## src/rtl/sps_pkg.sv

```systemverilog
// shared types, codes and sizes for the support point search unit
package sps_pkg;

    localparam int MAX_VERTICES_DEF = 64;
    localparam int COORD_W          = 32;
    localparam int MODE_W           = 2;
    localparam int STATUS_W         = 3;
    localparam int IDX_OUT_W        = 6;
    localparam int PROD_W           = 2 * COORD_W;
    localparam int SUM_W            = PROD_W + 2;
    localparam int DATA_IN_W        = 3 * COORD_W;
    localparam int DATA_OUT_W       = 104;

    typedef enum logic [MODE_W-1:0] {
        MODE_LOAD  = 2'd0,
        MODE_CLEAR = 2'd1,
        MODE_QUERY = 2'd2
    } t_mode;

    typedef enum logic [STATUS_W-1:0] {
        ST_LOADED   = 3'd0,
        ST_FULL     = 3'd1,
        ST_ANSWERED = 3'd2,
        ST_EMPTY    = 3'd3,
        ST_CLEARED  = 3'd4
    } t_status;

    typedef enum logic [1:0] {
        S_IDLE,
        S_SCAN,
        S_DRAIN,
        S_RESP
    } t_state;

    // controller to datapath
    typedef struct packed {
        logic    wr_vertex;
        logic    clr_count;
        logic    start_query;
        logic    issue_rd;
        logic    put_result;
        t_status put_status;
    } t_cmd;

    // datapath to controller
    typedef struct packed {
        logic full;
        logic empty;
        logic last_rd;
        logic pipe_busy;
        logic out_free;
    } t_stat;

endpackage

```

## src/rtl/sps_ctrl.sv

```systemverilog
// controller state machine for the support point search unit
module sps_ctrl (
    input  logic          i_clk,
    input  logic          i_rst_n,
    input  logic          i_in_valid,
    input  logic [1:0]    i_mode,
    output logic          o_in_ready,
    input  sps_pkg::t_stat i_stat,
    output sps_pkg::t_cmd  o_cmd
);
    import sps_pkg::*;

    t_state r_state;
    t_state n_state;
    logic   accept;

    assign o_in_ready = (r_state == S_IDLE) && i_stat.out_free;
    assign accept     = i_in_valid && o_in_ready;

    always_ff @(posedge i_clk) begin
        if (!i_rst_n) begin
            r_state <= S_IDLE;
        end else begin
            r_state <= n_state;
        end
    end

    // next state
    always_comb begin
        n_state = r_state;
        case (r_state)
            S_IDLE: begin
                if (accept && (i_mode == MODE_QUERY) && !i_stat.empty) begin
                    n_state = S_SCAN;
                end
            end
            S_SCAN: begin
                if (i_stat.last_rd) begin
                    n_state = S_DRAIN;
                end
            end
            S_DRAIN: begin
                if (!i_stat.pipe_busy) begin
                    n_state = S_RESP;
                end
            end
            S_RESP: begin
                if (i_stat.out_free) begin
                    n_state = S_IDLE;
                end
            end
            default: n_state = S_IDLE;
        endcase
    end

    // commands
    always_comb begin
        o_cmd = '0;
        o_cmd.put_status = ST_LOADED;
        case (r_state)
            S_IDLE: begin
                if (accept) begin
                    case (i_mode)
                        MODE_LOAD: begin
                            o_cmd.put_result = 1'b1;
                            if (i_stat.full) begin
                                o_cmd.put_status = ST_FULL;
                            end else begin
                                o_cmd.wr_vertex  = 1'b1;
                                o_cmd.put_status = ST_LOADED;
                            end
                        end
                        MODE_CLEAR: begin
                            o_cmd.clr_count  = 1'b1;
                            o_cmd.put_result = 1'b1;
                            o_cmd.put_status = ST_CLEARED;
                        end
                        MODE_QUERY: begin
                            if (i_stat.empty) begin
                                o_cmd.put_result = 1'b1;
                                o_cmd.put_status = ST_EMPTY;
                            end else begin
                                o_cmd.start_query = 1'b1;
                            end
                        end
                        default: ;
                    endcase
                end
            end
            S_SCAN: begin
                o_cmd.issue_rd = 1'b1;
            end
            S_RESP: begin
                if (i_stat.out_free) begin
                    o_cmd.put_result = 1'b1;
                    o_cmd.put_status = ST_ANSWERED;
                end
            end
            default: ;
        endcase
    end

endmodule

```

## config.mk

```make
export PLATFORM = sky130hd
export DESIGN_NAME = sps_ctrl
export DESIGN_NICKNAME = d
export VERILOG_FILES = /design/src/rtl/sps_pkg.sv /design/src/rtl/sps_ctrl.sv
export SDC_FILE = /design/constraint.sdc
export NUM_CORES = 1
export LEC_CHECK = 0
export BUFFER_PORTS_ARGS = -buffer_cell sky130_fd_sc_hd__buf_2
export CORE_AREA = 2 2 39 41
export CTS_CLUSTER_DIAMETER = 30
export CTS_CLUSTER_SIZE = 25
export DETAILED_ROUTE_END_ITERATION = 6
export DIE_AREA = 0 0 41 43
export SLEW_MARGIN = 10
export SYNTH_ARGS = -nofsm -noshare
export SYNTH_HDL_FRONTEND = slang
export SYNTH_SLANG_ARGS = --single-unit
export TNS_END_PERCENT = 50
```

## constraint.sdc

```tcl
create_clock -name i_clk -period 2.1 [get_ports i_clk]
set_input_delay 0.105 -clock i_clk [delete_from_list [all_inputs] [get_ports i_clk]]
set_output_delay 0.105 -clock i_clk [all_outputs]
set_load 0.05 [all_outputs]
```

# Word level (Yosys, flattened, before mapping)
# Index checks and enable logic that the tools add are counted.
[word_totals]
register_bits = 2
[classes]
eq_ne = 9
n_mux = 19
reduce_logical = 8
[op_table]
columns = ["cell", "count"]
rows = [
  ["$mux W4", 3],
  ["$pmux W4 S3", 1],
  ["$mux W2", 4],
  ["$pmux W2 S4", 1],
  ["$pmux W4 S2", 1],
  ["$mux W1", 7],
  ["$eq A2 B2 Y1 const B", 3],
  ["$mux W3", 2],
  ["$ne A2 B2 Y1 const B", 3],
  ["$eq A2 B1 Y1 const B", 2],
  ["$logic_and A1 B1 Y1", 4],
  ["$logic_not A2 Y1", 2],
  ["$reduce_and A4 Y1", 1],
  ["$ne A2 B1 Y1 const B", 1],
  ["$logic_not A1 Y1", 1],
]

# Logic depth before layout (Yosys ltp)
[logic_depth]
word_depth = 7
ltp_mapped = 6
depth_no_buf = 6

# Worst setup path before layout
# No wires, ideal clock.
[synth_path]
path_type = "reg-to-output"
from = "reg r_state[0]"
to = "out o_cmd[0] (netlist bit)"
arrival_ps = 2320
t_required_ps = 1995
setup_slack_ps = -325
path_stages_with_launch = 4
path_buffers = 0
path_cell_list = "dfxtp_1 -> inv_1 -> ha_1 -> nor4_1"
[synth_rtl]
columns = ["item", "line_no", "source"]
rows = [
  ["from (decl)", "sps_ctrl.sv:13", "t_state r_state;"],
  ["from (signal assigned)", "sps_ctrl.sv:24", "r_state <= n_state;"],
  ["to (decl)", "sps_ctrl.sv:9", "output sps_pkg::t_cmd o_cmd"],
]

==> flow_metrics.env <==
export IMPL_routabilityCongestion=0.6810
export IMPL_synth_commonest_cells="6 x inv_1, 5 x ha_1, 4 x nand2_1"
export IMPL_synth_top_area_frac=0.2232
export IMPL_cts_resized=0
export IMPL_stdcell_count=74
export IMPL_rows=14
export IMPL_power_density_nw_per_um2=874.2
export IMPL_drive_gt1_frac=0.3966
export IMPL_cts_setup_buffers=0
export IMPL_grt_usage=0.1002
export IMPL_dr_pass1_iters=4
export IMPL_fin_nets=75
export IMPL_clockBufferDepth=2
export IMPL_via_per_inst=4.676
export IMPL_arrival_ps=1700
export IMPL_crit_path_start_kind="flop"
export IMPL_yosysWarnings=0
export IMPL_synth_net_count=52
export IMPL_seqPwrFrac=0.157
export IMPL_synth_area_um2=280.3
export IMPL_regMostFlops="r_state"
export IMPL_yosysTopAreaCell="ha_1"
export IMPL_slowest_delay_ps=330
export IMPL_r2r_start="r_state[0]"
export IMPL_leakage_nw=0.2350
export IMPL_htreeDepth=1
export IMPL_peakVddDrop_v=0.0004164
export IMPL_port_buffers=18
export IMPL_cts_tree="done"
export IMPL_grt_pass1_vias=308
export IMPL_synthTopCellsByArea="ha_1 22%, dfxtp_1 14%, inv_1 8.0%, nand2_1 5.4%, nor3b_1 5.4%"
export IMPL_cpMaxStageDelayCell="dfxtp_1"
export IMPL_drv_cap=0
export IMPL_period_needed_ps=1801
export IMPL_cp_buffers_inverters=2
export IMPL_holdWs_ps=152.7
export IMPL_pwr_share_clk=0.226
export IMPL_root_buffer="clkbuf_4"
export IMPL_crit_fanout=6
export IMPL_via_count=346
export IMPL_critPathLaunch="r_state[0]"
export IMPL_p_int_w=0.0001809
export IMPL_cp_top_family="simple AND/OR/NAND/NOR gates"
export IMPL_dieArea_um2=1763
export IMPL_max_freq_mhz=555.3
export IMPL_die_h_um=43
export IMPL_min_path_type="in -> reg"
export IMPL_wl_um=708
export IMPL_finClkSkew_ps=0.3087
export IMPL_hp_start="i_rst_n"
export IMPL_holdBufCountCts=0
export IMPL_tightest_slew_ps=540.9
export IMPL_ys_types=20
export IMPL_synth_edff_count=0
export IMPL_antenna_found_initial=0
export IMPL_syn2layout_area_growth_pct=49.55
export IMPL_fin_crit_sh=0.8575
export IMPL_clk_latency_ps=220
export IMPL_io_pins=19
export IMPL_rsz0062_at_grt="false"
export IMPL_path_class="reg -> out"
export IMPL_clk_pin_slew_ps=30
export IMPL_dp_cells=71
export IMPL_hold_viol=0
export IMPL_placeableCoreArea_um2=1384
export IMPL_slew_headroom=0.6394
export IMPL_overflow=0
export IMPL_synthCells=37
export IMPL_setup_violations_final=0
export IMPL_combinationalPowerShare=0.617
export IMPL_critPathRequiredTime_ps=2000
export IMPL_netSwitchingFraction=0.5062
export IMPL_largest_reg_flops=2
export IMPL_ant_nets=0
export IMPL_switchingPower_w=0.0001855
export IMPL_finalMaxSlewViolations=0
export IMPL_syn_avg_cell_area_um2=7.575
export IMPL_routedWlPerCell_um=9.568
export IMPL_status="completed"
export IMPL_ys_ff_latch=2
export IMPL_cts_made_buffers=3
export IMPL_worstPathCellList="inv_1 -> ha_1 -> nand3_1 -> nor2_1 -> nand4b_1 -> nand2_1 -> buf_2"
export IMPL_top_regs="r_state: 2 flops"
export IMPL_grt_pass1_wl_mm=1.159
export IMPL_start_util=0.2025
export IMPL_drtIter0Drc=9
export IMPL_dieWidth_um=41
export IMPL_grt_start_max_net_pins=8
export IMPL_cp_end_kind="output pin"
export IMPL_dp_hpwl_um=583.6
export IMPL_ys_flop_type="dfxtp_1"
export IMPL_clkSinkCount=2
export IMPL_ys_seq_area_frac=0.1429
export IMPL_synthArstFlopShare=0
export IMPL_diodes=0
export IMPL_drcViolationCount=0
export IMPL_synth_most_common_cell="inv_1"
-- cells by family after synthesis --
| family | synth area share |
|---|---|
| flops | 0.1429 |
| simple gates | 0.3214 |
| compound gates | 0.1964 |
| mux | 0.03572 |
| buf+inv | 0.08035 |
| fa+ha+maj | 0.2232 |
-- path summary, 6_finish.rpt --
path,end,slack (ps),cells past startpoint
worst max-delay path,o_cmd[1],300,7
worst min-delay path,r_state[0],150,3
worst max register to register,r_state[0],440,5
worst min register to register,r_state[0],570,2
-- per-stage QoR --
step	util	total power, W	setup TNS [ps]	setup slack [ps]	instance area, um2
2_1_floorplan	-	0.0002328	-262.1	-262.1	286.5
5_1_grt	0.3029	0.0004013	0	148.2	419.2
3_5_place_dp	0.2866	0.0002834	0	448.1	396.6
6_report	0.3029	0.0003664	0	299.2	419.2
3_3_place_gp	0.2866	0.0002810	0	496.4	396.6
4_1_cts	0.3029	0.0003735	0	280.0	419.2
-- tightest hold or removal path: stages --
cell and delay (ps):
buf_2 110, inv_1 60, a311oi_1 50
-- routing by layer --
layer  share of wire  wire [um]  vias to the layer above  track usage
met5               0          0                        -            0
met4               0          0                        0      0.08000
met3           0.076         54                        0      0.03141
li1                -          -                      177            -
met2            0.48        340                       13       0.1344
met1            0.44        313                      156       0.1246
-- final cells by class --
class	instances	area [um2]
inverter	6	22.52
timing repair buffer	18	90.09
tap	16	20.02
fill	153	964.7
multi-input combinational	29	224.0
sequential	2	40.04
clock buffer	3	22.52
-- cell usage in the layout (no fill, tap or decap), types with 2 or more instances in the layout --
master,netlist,routed
dfxtp_1,2,2
nand2_1,4,4
ha_1,5,5
nor3b_1,2,2
buf_2,0,18
inv_1,6,6
nor2_1,3,3
clkbuf_4,0,3
-- power by group through the flow --
stage | registers [W] | clock network, W | logic (W)
after floorplan | 0.0000555 | 0 | 0.000177
after global placement | 0.0000576 | 0 | 0.000223
after detailed placement | 0.0000577 | 0 | 0.000226
after CTS | 0.0000574 | 0.0000893 | 0.000227
after global routing | 0.0000593 | 0.0000937 | 0.000248
final | 0.0000576 | 0.0000828 | 0.000226
No activity file was read; power rests on OpenSTA's default activity.
